===== src/design/pidcs_pkg.sv =====
// Shared types, constants and helpers for the PID controller with clamp and slew limit.
package pidcs_pkg;

   localparam int FRAC_BITS = 16;

   localparam int DATA_W  = 32;               // error, gains, output
   localparam int DT_W    = 31;               // time_step, output_limit, slew_limit
   localparam int OPND_W  = 33;               // shared multiplier operand width
   localparam int PROD_W  = 2 * OPND_W;       // shared multiplier product width
   localparam int MAG_W   = 63;               // magnitude bound of the derivative product
   localparam int CNT_W   = $clog2(DT_W + 1);
   localparam int LIM_W   = 2 * DT_W - FRAC_BITS; // slew step per sample
   localparam int INDEX_W = 3;

   localparam logic [INDEX_W-1:0] REG_PROP_GAIN    = 3'd0;
   localparam logic [INDEX_W-1:0] REG_INTEG_GAIN   = 3'd1;
   localparam logic [INDEX_W-1:0] REG_DERIV_GAIN   = 3'd2;
   localparam logic [INDEX_W-1:0] REG_TIME_STEP    = 3'd3;
   localparam logic [INDEX_W-1:0] REG_OUTPUT_LIMIT = 3'd4;
   localparam logic [INDEX_W-1:0] REG_SLEW_LIMIT   = 3'd5;

   localparam logic signed [DATA_W-1:0] PROP_GAIN_RESET    = DATA_W'(20 * (2 ** FRAC_BITS));
   localparam logic [DT_W-1:0]          TIME_STEP_RESET    = DT_W'(5 * (2 ** FRAC_BITS));
   localparam logic [DT_W-1:0]          OUTPUT_LIMIT_RESET = DT_W'(15 * (2 ** FRAC_BITS));
   localparam logic [DT_W-1:0]          SLEW_LIMIT_RESET   = DT_W'((21 * (2 ** FRAC_BITS)) / 2);

   localparam logic signed [DATA_W-1:0] S32_MAX = 32'sh7fffffff;
   localparam logic signed [DATA_W-1:0] S32_MIN = 32'sh80000000;

   typedef struct packed {
      logic                     done;
      logic signed [DATA_W-1:0] quotient;
   } div_sts_type;

   // saturate a wide signed value to the signed 32-bit range
   function automatic logic signed [DATA_W-1:0] sat32(input logic signed [PROD_W-1:0] v);
      logic signed [PROD_W-1:0] hi;
      logic signed [PROD_W-1:0] lo;
      hi = PROD_W'(S32_MAX);
      lo = PROD_W'(S32_MIN);
      if (v > hi) begin
         return S32_MAX;
      end else if (v < lo) begin
         return S32_MIN;
      end else begin
         return v[DATA_W-1:0];
      end
   endfunction

endpackage


===== src/design/pidcs_mul.sv =====
// Shared signed multiplier with a registered product.
module pidcs_mul import pidcs_pkg::*; (
   input  logic                     clock,
   input  logic signed [OPND_W-1:0] op_a,
   input  logic signed [OPND_W-1:0] op_b,
   output logic signed [PROD_W-1:0] prod
);

   logic signed [PROD_W-1:0] prod_ff;
   logic signed [PROD_W-1:0] prod_in;

   assign prod_in = op_a * op_b;

   always_ff @(posedge clock) begin
      prod_ff <= prod_in;
   end

   assign prod = prod_ff;

endmodule


===== config.mk =====
export PLATFORM = sky130hd
export DESIGN_NAME = pidcs_mul
export DESIGN_NICKNAME = d
export VERILOG_FILES = /design/src/design/pidcs_pkg.sv /design/src/design/pidcs_mul.sv
export SDC_FILE = /design/constraint.sdc
export NUM_CORES = 2
export LEC_CHECK = 0
export ABC_AREA = 1
export BUFFER_PORTS_ARGS = -buffer_cell sky130_fd_sc_hd__buf_2
export CORE_MARGIN = 8
export CORE_UTILIZATION = 45
export CTS_CLUSTER_DIAMETER = 30
export DETAILED_ROUTE_END_ITERATION = 8
export PLACE_DENSITY = 0.72
export SYNTH_ARGS = -nofsm -noshare
export SYNTH_HDL_FRONTEND = slang
export SYNTH_SLANG_ARGS = --single-unit

===== constraint.sdc =====
create_clock -name clock -period 6.4 [get_ports clock]
set_input_delay 0.32 -clock clock [delete_from_list [all_inputs] [get_ports clock]]
set_output_delay 0.32 -clock clock [all_outputs]
set_load 0.02 [all_outputs]

### Word level (Yosys, flattened, before mapping)

Index checks and enable logic that the tools add are counted.
Widths: inputs -> output; s select.

* add/sub/neg operators: 0
* $mul: 1
* divide/modulo/power cells: 0
* magnitude comparators: 0
* eq/ne operators: 0
* shift operators: 0
* muxes and demuxes: 0
* bitwise operators: 0
* reductions and logical operators: 0

Operators with widths (count)
* $mul 33x33->66: 1

* register bits: 66
* latch bits: 0
* RAM bits: 0
* ROM bits: 0
* memories: 0

### Longest topological paths before layout

* depth in word-level cells: 1
* gate-level depth with buffers: 34
* gate-level depth less buffers: 32

### Worst setup path after synthesis

OpenSTA, ideal clock, no wires.

* path type: input port to flip-flop
* from: in op_a[32]
* to: reg prod_ff[60], in the netlist prod[60]
* library setup time: 113 ps
* arrival: 6963 ps
* data required time: 6287 ps
* slack: -676 ps
* cell stages on the path: 23
* cell sequence: clkbuf_1 clkbuf_1 nand2_1 inv_1 fa_1 fa_1 fa_1 fa_1 inv_1 fa_1 fa_1 fa_1 fa_1 inv_1 ha_1 nand2_1 nor2_1 inv_1 nor3_1 nand2_1 and2_0 nand4_1 nand2_1

* longest elaborated chain between the ends: 1

Ends and longest elaborated chain
* start, declared: RTL line pidcs_mul.sv:4 `input logic signed [OPND_W-1:0] op_a,`
* $mul 33x33->66: RTL line pidcs_mul.sv:12 `assign prod_in = op_a * op_b;`
* net prod_in[60]: RTL line pidcs_mul.sv:10 `logic signed [PROD_W-1:0] prod_in;`
* end signal, assigned: RTL line pidcs_mul.sv:15 `prod_ff <= prod_in;`
* end, declared: RTL line pidcs_mul.sv:9 `logic signed [PROD_W-1:0] prod_ff;`

The timed path passes the listed nets, and every way through them passes these cells.

### Worst setup path after layout

* from: in op_a[32]
* to: reg prod_ff[55], in the netlist prod[55]

The elaborated chain is that of the path after synthesis.

==> impl_results.md <==
* Status: complete, but fails checks
* Failing checks: setup timing
* First-pass GRT wire length at 200 mm
* Worst setup path endpoint: prod[55]$_DFF_P_
* GRT met2 Usage at 41.5%
* CP endpoint kind: register
* CTS root buffer: clkbuf_16
* Met1 Resource Use GR at between 20 and 30%
* Sequential-to-total area share from yosys stat at between 3 and 4%
* Final Non-Filler Cells at 7237
* Share of layout cells above drive strength 1 at 20.6%
* DRC at 0
* Reg clk slew, reported paths at 0.06 ns
* Syn_area_per_cell at 7.78 um2
* Die H at 326 um
* DR pass1 iterations at 6
* Maximum clock insertion buffer count at 2
* Synth Register Bits at between 60 and 70
* Clock sinks at 66
* Worst Hold Class: in2reg
* Crit path max fanout at 8
* FILL cells at 8430
* Dpl cells at 7164
* Initial antenna violation count at 2
* Most common cell after layout, fill and taps aside: inv_1
* Die width at 326 um
* RSZ-0062 raised after global routing: true
* Cell variety after synth at 32
* Core area at 95000 um2
* Syn nets at ~7000
* Crit Path Class: in2reg
* Final WL at 124 mm
* DP HPWL at 109 mm
* Final instance area at 52300 um2
* Initial Util at 45.4%
* Achievable Freq at about 0.15 GHz
* Max Slew Vio Count at 0
* Final hold slack at 0.596 ns
* CP startpoint: op_a[32]
* GR peak layer: met2
* WL per Instance at roughly 17 um
* Worst slew margin at 60.0%
* GRT Util Overall at a little under a quarter
* Final setup viols at 2
* Routed vias at 34900
* Max-Cap Viols at 0
* Setup TNS at -0.0753 ns
* Most frequent cells in the layout: 1800 x inv_1, 1370 x nand2_1, 1096 x fa_1
* Period utilization at 101%
* Final Hold Vio Count at 0
* Die Area at 106000 um2
* Setup ws final at -0.0521 ns
* Min Tclk post-route at about 6.5 ns
* # nets final at 7394
* CP Launch Type: primary input
* Largest net degree at the start of global routing at 28
* CP arrival at approximately 6.7 ns
* Mapped cell area at 43200 um2
* IO Pins at 133
* Routability-driven placement congestion ratio at 0.966
* Post-DR vias/cell at 4.82
* Antenna Violating Nets Remaining at 0
* Critical Path RT at between 6 and 7 ns
* Vias in the first global route at 38200
* GRT overflow at 0
* M3 GR Usage at between 2 and 3%
* Max FFs per register at 66
* H-tree depth at 3
* Post-DP Area at just under 50000 um2
* Initial drt markers at between 2000 and 3000
* Yosys warns at 0
* I/O Buffers at 132
* Site Rows at 113
* Slew @ Worst Pin at 0.599 ns
* P&R area growth vs syn at 21.1%
* Cells after synthesis at 5549
* Num CTS Buffers at 9
* CTS tree: built
## critical path, stage by stage
cell and delay (ns):
buf_8 0.10, buf_12 0.14, nand2_4 0.06, inv_2 0.04, fa_2 0.62, fa_1 0.48
fa_2 0.59, buf_12 0.15, buf_4 0.13, fa_1 0.45, fa_2 0.62, fa_1 0.43
fa_1 0.50, inv_1 0.05, fa_1 0.48, inv_1 0.07, ha_4 0.31, nand2_1 0.10
nor2_4 0.16, nand2_2 0.10, buf_4 0.17, nor4_4 0.31, nand2_2 0.13, nand4_1 0.11
nand2_1 0.06
## final cells by class
type | count | area [um2] | share of cell area, %
timing repair buffer | 668 | 5940 | 11.4
sequential | 66 | 1320 | 2.53
multi-input combinational | 3318 | 36000 | 68.8
tap | 1265 | 1580 | 3.03
clock buffer | 12 | 256 | 0.491
antenna | 2 | 5.00 | 0.00957
clock inverter | 4 | 50.0 | 0.0957
inverter | 1902 | 7160 | 13.7
## cell usage after synthesis (all sizes together)
library cell	count	area, um2
nand3b	4	30.0
o21a	1	7.51
nor3	8	40.0
o21bai	12	90.1
fa	1145	22900
buf	2	7.51
a21oi	64	332
inv	1902	7140
and2	3	18.8
a21o	3	22.5
nor4	5	31.3
xor2	35	307
nand3	78	430
or2	6	37.5
dfxtp	66	1320
nor2	151	652
nand2	1538	5810
ha	217	2720
clkbuf	261	980
a21boi	1	7.51
nand4	19	119
o21ai	24	120
xnor2	4	35.0
## metrics by stage
stage,util (%),worst slack (ns)
floorplan,-,-0.155
global placement,51.7,-1.01
detailed placement,51.7,-0.923
CTS,52.8,-0.0153
global route,55.0,-0.263
finish,55.0,-0.0521
## worst min-delay path by stage
| stage | startpoint | to | slack (ns) | depth (start not counted) |
|---|---|---|---|---|
| CTS | op_b[0] | prod[0]$_DFF_P_ | 0.66 | 5 |
| floorplan | op_a[0] | prod[0]$_DFF_P_ | 0.58 | 3 |
| global placement | prod[12]$_DFF_P_ | prod[12] | 0.74 | 1 |
| global route | op_b[0] | prod[0]$_DFF_P_ | 0.60 | 5 |
| finish | op_b[0] | prod[0]$_DFF_P_ | 0.60 | 5 |
| detailed placement | prod[33]$_DFF_P_ | prod[33] | 0.74 | 1 |
## layer usage
| metal | vias to the layer above | part of all wire [%] | wire [um] |
|---|---|---|---|
| li1 | 15900 | - | - |
| met1 | 17500 | 39 | 48000 |
| met2 | 1247 | 50 | 61800 |
| met3 | 312 | 6.5 | 8000 |
| met4 | 0 | 5.0 | 6180 |
| met5 | - | 0 | 0 |
## what timing repair did
item,in CTS,in global routing
pin swaps,48,226
endpoints found under the setup margin,43,48
hold buffers,0,0
setup buffers,10,43
gates resized for setup,163,524
cloned,0,6
## cell families after synthesis
logic type	Yosys count	share of synthesized area, %
adders and majority gates	1362	59.4
xor gates and xnor gates	39	0.791
DFF	66	3.06
AOI/OAI and AO/OA	105	1.34
and+or+nand+nor	1812	16.6
buffers and inverters	2165	18.8
Power is not shown: default switching activity piles up to over one toggle a cycle in this logic, so the estimate is an artifact.
