<file path="src/design/pidcs_pkg.sv">
// Shared types, constants and helpers for the PID controller with clamp and slew limit.
package pidcs_pkg;

   localparam int FRAC_BITS = 16;

   localparam int DATA_W  = 32;               // error, gains, output
   localparam int DT_W    = 31;               // time_step, output_limit, slew_limit
   localparam int OPND_W  = 33;               // shared multiplier operand width
   localparam int PROD_W  = 2 * OPND_W;       // shared multiplier product width
   localparam int MAG_W   = 63;               // magnitude bound of the derivative product
   localparam int CNT_W   = $clog2(DT_W + 1);
   localparam int LIM_W   = 2 * DT_W - FRAC_BITS; // slew step per sample
   localparam int INDEX_W = 3;

   localparam logic [INDEX_W-1:0] REG_PROP_GAIN    = 3'd0;
   localparam logic [INDEX_W-1:0] REG_INTEG_GAIN   = 3'd1;
   localparam logic [INDEX_W-1:0] REG_DERIV_GAIN   = 3'd2;
   localparam logic [INDEX_W-1:0] REG_TIME_STEP    = 3'd3;
   localparam logic [INDEX_W-1:0] REG_OUTPUT_LIMIT = 3'd4;
   localparam logic [INDEX_W-1:0] REG_SLEW_LIMIT   = 3'd5;

   localparam logic signed [DATA_W-1:0] PROP_GAIN_RESET    = DATA_W'(20 * (2 ** FRAC_BITS));
   localparam logic [DT_W-1:0]          TIME_STEP_RESET    = DT_W'(5 * (2 ** FRAC_BITS));
   localparam logic [DT_W-1:0]          OUTPUT_LIMIT_RESET = DT_W'(15 * (2 ** FRAC_BITS));
   localparam logic [DT_W-1:0]          SLEW_LIMIT_RESET   = DT_W'((21 * (2 ** FRAC_BITS)) / 2);

   localparam logic signed [DATA_W-1:0] S32_MAX = 32'sh7fffffff;
   localparam logic signed [DATA_W-1:0] S32_MIN = 32'sh80000000;

   typedef struct packed {
      logic                     done;
      logic signed [DATA_W-1:0] quotient;
   } div_sts_type;

   // saturate a wide signed value to the signed 32-bit range
   function automatic logic signed [DATA_W-1:0] sat32(input logic signed [PROD_W-1:0] v);
      logic signed [PROD_W-1:0] hi;
      logic signed [PROD_W-1:0] lo;
      hi = PROD_W'(S32_MAX);
      lo = PROD_W'(S32_MIN);
      if (v > hi) begin
         return S32_MAX;
      end else if (v < lo) begin
         return S32_MIN;
      end else begin
         return v[DATA_W-1:0];
      end
   endfunction

endpackage

</file>
<file path="src/design/pidcs_div.sv">
// Restoring divider, one quotient bit a cycle, signed dividend truncated toward zero, sat32.
module pidcs_div import pidcs_pkg::*; (
   input  logic                     clock,
   input  logic                     reset,
   input  logic                     start,
   input  logic signed [PROD_W-1:0] dividend,
   input  logic [DT_W-1:0]          divisor,
   output div_sts_type              sts
);

   typedef enum logic [3:0] {
      DV_IDLE  = 4'b0001,
      DV_CHECK = 4'b0010,
      DV_RUN   = 4'b0100,
      DV_FIN   = 4'b1000
   } dv_state_type;

   dv_state_type dv_state_ff, dv_state_in;
   logic [MAG_W-1:0] mag_ff, mag_in;
   logic             neg_ff, neg_in;
   logic             ovf_ff, ovf_in;
   logic [DT_W-1:0]  rem_ff, rem_in;
   logic [DT_W-1:0]  num_ff, num_in;
   logic [DT_W-1:0]  quo_ff, quo_in;
   logic [CNT_W-1:0] cnt_ff, cnt_in;

   logic signed [PROD_W-1:0] neg_dividend;
   logic [DT_W:0]            high;
   logic [DT_W:0]            trial;
   logic [DT_W:0]            trial_sub;
   logic signed [DATA_W-1:0] quo_signed;

   assign neg_dividend = -dividend;
   assign high         = mag_ff[MAG_W-1:MAG_W-DT_W-1];
   assign trial        = {rem_ff, num_ff[DT_W-1]};
   assign trial_sub    = trial - {1'b0, divisor};
   assign quo_signed   = {1'b0, quo_ff};

   always_comb begin
      dv_state_in = dv_state_ff;
      mag_in      = mag_ff;
      neg_in      = neg_ff;
      ovf_in      = ovf_ff;
      rem_in      = rem_ff;
      num_in      = num_ff;
      quo_in      = quo_ff;
      cnt_in      = cnt_ff;
      case (dv_state_ff)
         DV_IDLE: begin
            if (start) begin
               mag_in      = dividend[PROD_W-1] ? neg_dividend[MAG_W-1:0] : dividend[MAG_W-1:0];
               neg_in      = dividend[PROD_W-1];
               dv_state_in = DV_CHECK;
            end
         end
         DV_CHECK: begin
            // quotient reaches 2^31 exactly when the top bits already hold the divisor
            ovf_in      = (high >= {1'b0, divisor});
            rem_in      = high[DT_W-1:0];
            num_in      = mag_ff[DT_W-1:0];
            quo_in      = '0;
            cnt_in      = CNT_W'(DT_W);
            dv_state_in = ovf_in ? DV_FIN : DV_RUN;
         end
         DV_RUN: begin
            if (trial >= {1'b0, divisor}) begin
               rem_in = trial_sub[DT_W-1:0];
               quo_in = {quo_ff[DT_W-2:0], 1'b1};
            end else begin
               rem_in = trial[DT_W-1:0];
               quo_in = {quo_ff[DT_W-2:0], 1'b0};
            end
            num_in = {num_ff[DT_W-2:0], 1'b0};
            cnt_in = cnt_ff - 1'b1;
            if (cnt_ff == CNT_W'(1)) begin
               dv_state_in = DV_FIN;
            end
         end
         DV_FIN: begin
            dv_state_in = DV_IDLE;
         end
         default: begin
            dv_state_in = DV_IDLE;
         end
      endcase
   end

   always_ff @(posedge clock) begin
      if (reset) begin
         dv_state_ff <= DV_IDLE;
      end else begin
         dv_state_ff <= dv_state_in;
      end
      mag_ff <= mag_in;
      neg_ff <= neg_in;
      ovf_ff <= ovf_in;
      rem_ff <= rem_in;
      num_ff <= num_in;
      quo_ff <= quo_in;
      cnt_ff <= cnt_in;
   end

   always_comb begin
      sts.done = (dv_state_ff == DV_FIN);
      if (ovf_ff) begin
         sts.quotient = neg_ff ? S32_MIN : S32_MAX;
      end else begin
         sts.quotient = neg_ff ? -quo_signed : quo_signed;
      end
   end

endmodule

</file>
<file path="config.mk">
export PLATFORM = sky130hd
export DESIGN_NAME = pidcs_div
export DESIGN_NICKNAME = d
export VERILOG_FILES = /design/src/design/pidcs_pkg.sv /design/src/design/pidcs_div.sv
export SDC_FILE = /design/constraint.sdc
export NUM_CORES = 1
export LEC_CHECK = 0
export ABC_AREA = 1
export BUFFER_PORTS_ARGS = -buffer_cell sky130_fd_sc_hd__buf_4
export CAP_MARGIN = 10
export CORE_UTILIZATION = 44
export DETAILED_ROUTE_END_ITERATION = 10
export PLACE_DENSITY_LB_ADDON = 0.15
export SLEW_MARGIN = 20
export SYNTH_ARGS = -nofsm -noshare
export SYNTH_HDL_FRONTEND = slang
export SYNTH_SLANG_ARGS = --single-unit
</file>
<file path="constraint.sdc">
create_clock -name clock -period 5.42 [get_ports clock]
set_input_delay 0.542 -clock clock [delete_from_list [all_inputs] [get_ports clock]]
set_output_delay 0.542 -clock clock [all_outputs]
set_load 0.1 [all_outputs]
</file>
# [Word-level counts from Yosys, hierarchy flattened]
# Index checks and enable logic that the tools add are counted.
[classes] n_addsub=4 order_cmp=2 eq_ne=7 n_mux=14 n_reduce_logical=3
[op_table] cell="one-hot mux 31 bit (2 select lines)" n=3
[op_table] cell="2-to-1 mux 32 bit" n=3
[op_table] cell=">= comparator 32 x 31 -> 1 bit" n=2
[op_table] cell="2-to-1 mux 63 bit" n=1
[op_table] cell="negation 63 bit" n=1
[op_table] cell="negation 31 -> 32 bit" n=1
[op_table] cell="2-to-1 mux 31 bit" n=1
[op_table] cell="subtractor 31 bit" n=1
[op_table] cell="2-to-1 mux 4 bit" n=3
[op_table] cell="one-hot mux 4 bit (3 select lines)" n=1
[op_table] cell="one-hot mux 5 bit (2 select lines)" n=1
[op_table] cell="equality test 5 x 1 -> 1 bit, second input constant" n=1
[op_table] cell="subtractor 5 x 1 -> 5 bit, second input constant" n=1
[op_table] cell="equality test 4 x 1 -> 1 bit, second input constant" n=1
[op_table] cell="equality test 4 x 2 -> 1 bit, second input constant" n=1
[op_table] cell="equality test 4 x 3 -> 1 bit, second input constant" n=1
[op_table] cell="equality test 4 bit, second input constant" n=1
[op_table] cell="inequality test 2 bit, second input constant" n=2
[op_table] cell="AND reduction 2 bit" n=2
[op_table] cell="nonzero test 2 bit" n=1
[op_table] cell="2-to-1 mux 1 bit" n=1
[totals] reg_bits=167 input_bits=100 out_inout_bits=33 elab_cells=38

# [Logic depth before layout (Yosys ltp)]
[logic_depth] depth_word=3 depth_mapped=17 depth_no_buf=16

# [Worst setup path after synthesis]
# OpenSTA, ideal clock, no wires.
[synth_timing] path_kind="reg-to-output" startpoint="register quo_ff[0]" endpoint="output sts[18] in the netlist's numbering" arrival_ps=3376 setup_slack_ps=1502 path_stages_with_launch=9 n_path_buf=0 path_cell_list="edfxtp_1 > inv_1 > ha_1 > nand3_1 > nor2_2 > nand4_2 > o21ai_0 > xor2_1 > o21ai_0"
[synth_lines] item="start: declaration" line="pidcs_div.sv:24" text="logic [DT_W-1:0] quo_ff, quo_in;"
[synth_lines] item="start signal: assignment" line="pidcs_div.sv:99" text="quo_ff <= quo_in;"
[synth_lines] item="end: declaration" line="pidcs_div.sv:8" text="output div_sts_type sts"

==> results.sh <==
export IMPL_post_cts_resized=0
export IMPL_grt_use_total=0.236
export IMPL_gp_congestion=0.962
export IMPL_coreArea_sq_um=29000
export IMPL_crit_required_ns=4.88
export IMPL_clock_sinks=167
export IMPL_cts_hold_buf=0
export IMPL_startpoint_type="flop"
export IMPL_setup_viol=0
export IMPL_slew_headroom=0.326
export IMPL_synth_seq_cells=167
export IMPL_tritoncts="built"
export IMPL_rsz0062_at_grt="false"
export IMPL_min_path_type="in -> reg"
export IMPL_drtIter0Drc=896
export IMPL_critical_path_class="reg -> out"
export IMPL_die_h_microns=175
export IMPL_mostFrequentLayoutCell="nand2_1"
export IMPL_arrival_ns=2.76
export IMPL_slew_violations=0
export IMPL_numCtsBuffers=17
export IMPL_grt_pass1_wl_microns=56100
export IMPL_reg2reg_slack_ns=2.26
export IMPL_die_x_microns=175
export IMPL_gr_total_overflow=0
export IMPL_syn_to_final_growth_pct=14.5
export IMPL_cp_end_kind="primary output"
export IMPL_numPortBuffers=130
export IMPL_die_area_sq_um=30500
export IMPL_row_count=62
export IMPL_p_leak_nw=7.22
export IMPL_async_flop_share=0
export IMPL_clockBufferDepth=2
export IMPL_powerDensity_nw_per_um2=239
export IMPL_fin_util=0.518
export IMPL_clkTransAtPathRegs_ns=0.07
export IMPL_vias=11700
export IMPL_cts_setup_buffers=0
export IMPL_num_antenna_cells=0
export IMPL_nNetsFinal=2121
export IMPL_clk_insertion_delay_late_ns=0.44
export IMPL_period_minus_slack_ns=3.30
export IMPL_place_hpwl_microns=27800
export IMPL_wirelength_microns=35600
export IMPL_hold_viol_final=0
export IMPL_syn_num_nets=2007
export IMPL_antenna_left=0
export IMPL_avgSynthCellArea_sq_um=7.13
export IMPL_initial_utilization=0.452
export IMPL_status="completed"
export IMPL_vdd_drop_max_mv=0.180
export IMPL_netlist_area_sq_um=13100
export IMPL_vias_per_cell=4.99
export IMPL_cts_root_buf="clkbuf_16"
export IMPL_synthCells=1840
export IMPL_final_cell_mix="nand2_1 (621), inv_1 (278), nor2_1 (209), edfxtp_1 (163), buf_4 (136)"
export IMPL_yosysUniqueCellTypes=45
export IMPL_synth_enable_flop_cells=163
export IMPL_grt_start_max_net_pins=95
export IMPL_worstPathMaxFanout=29
export IMPL_antenna_found_initial=0
export IMPL_drc=0
export IMPL_grt_pass1_vias=10500
export IMPL_drive_gt1_frac=0.110
export IMPL_cts_max_level=4
export IMPL_worst_slew_pin_slew_ns=1.01
export IMPL_fin_crit_sh=0.610
export IMPL_io_pins=133
export IMPL_drv_cap=0
export IMPL_ys_warn_count=0
export IMPL_tns_ns=0
export IMPL_fmax_mhz=303
export IMPL_wl_per_cell_microns=15.1
export IMPL_fin_skew_ns=0.0153
export IMPL_dr_pass1_iters=5
export IMPL_yosysSeqAreaShare=0.379
export IMPL_ys_flop_type="edfxtp_1"
-- synth_stat cells (2+ instances only) --
cell type | n | area, sq um
o21bai_1 | 2 | 15.0
o21a_1 | 2 | 15.0
ha_1 | 66 | 826
o21ai_1 | 4 | 20.0
nand2_4 | 3 | 33.8
nand2_2 | 15 | 93.8
or2_2 | 3 | 18.8
nand3b_1 | 28 | 210
nand4_1 | 36 | 225
nor3b_1 | 3 | 22.5
inv_1 | 280 | 1050
buf_2 | 10 | 50.1
o21ai_0 | 47 | 235
edfxtp_1 | 163 | 4890
buf_1 | 4 | 15.0
nor3_1 | 16 | 80.1
nand3_2 | 2 | 20.0
nor4_1 | 6 | 37.5
xnor2_1 | 28 | 245
nor2_4 | 3 | 33.8
nor2b_1 | 2 | 12.5
clkinv_1 | 2 | 7.51
and2_1 | 6 | 37.5
o21ai_2 | 3 | 26.3
a21o_1 | 2 | 15.0
dfxtp_1 | 4 | 80.1
a21oi_1 | 41 | 205
nand2_1 | 621 | 2330
xor2_1 | 68 | 596
o31ai_1 | 3 | 22.5
nor2_1 | 210 | 788
nand3_1 | 109 | 546
nor2_2 | 11 | 68.8
clkbuf_1 | 23 | 86.3
o211ai_1 | 2 | 15.0
buf_6 | 3 | 33.8
-- registers in the layout, indices dropped and copies added (netlist names) --
register and cells:
cnt_ff 5, dv_state_ff 4, mag_ff 63, neg_ff 1, num_ff 31, ovf_ff 1, quo_ff 31, rem_ff 31
-- path summary, 6_finish.rpt --
check / end / startpoint / depth (start not counted)
worst max register to register: rem_ff[19]$_DFFE_PP_ / num_ff[30]$_DFFE_PP_ / 16
worst min register to register: num_ff[18]$_DFFE_PP_ / mag_ff[18]$_DFFE_PP_ / 2
worst max-delay path: sts[11] / ovf_ff$_DFFE_PP_ / 8
worst min-delay path: dv_state_ff[3]$_SDFFE_PP0P_ / reset / 2
-- cell families after synthesis --
| kind of cell | synth area share |
|---|---|
| simple gates | 0.351 |
| flops | 0.379 |
| buf+inv | 0.0963 |
| fa+ha+maj | 0.0645 |
| compound gates | 0.0445 |
| xor+xnor | 0.0641 |
-- area by class of cell --
type,instances,area [sq um]
Timing Repair Buffer,136,1020
Sequential cell,167,4970
Tap cell,384,480
Multi-Input combinational cell,1349,6900
Inverter,283,1060
Fill cell,2937,14000
Clock buffer,17,425
Clock inverter,15,154
-- critical path, stage by stage, from the launching register on --
cell,delay [ns]
edfxtp_1,0.36
buf_4,0.23
inv_1,0.54
a21oi_1,0.20
nor2_1,0.18
o21ai_0,0.18
nor2_1,0.16
xor2_1,0.17
buf_4,0.31
-- per-layer routing --
metal  share of wire  wire, microns  global-route usage
met5               0              0                   0
met4          0.0071            251              0.0446
met3           0.053           1890              0.0274
met2            0.43          15100               0.354
met1            0.51          18300               0.364
-- stage by stage --
stage                     cell area [sq um]  hold slack [ns]  instances  worst slack [ns]  power (mW)
after floorplan                       13100            0.487       1840              1.50        2.16
after global placement                14400            0.493       2319              2.13        2.39
after detailed placement              14400            0.499       2319              2.11        2.40
after CTS                             15000            0.289       2351              2.11        3.61
after global routing                  15000            0.285       2351              1.82        3.75
final                                 15000            0.307       2351              2.12        3.59
-- report_power, final --
group,switching (mW),internal [mW],leakage [nW]
combinational,0.572,0.256,5.40
clock,0.601,0.617,0.285
sequential,0.0353,1.51,1.54
total,1.21,2.38,7.22
(Power assumes the default switching activity.)
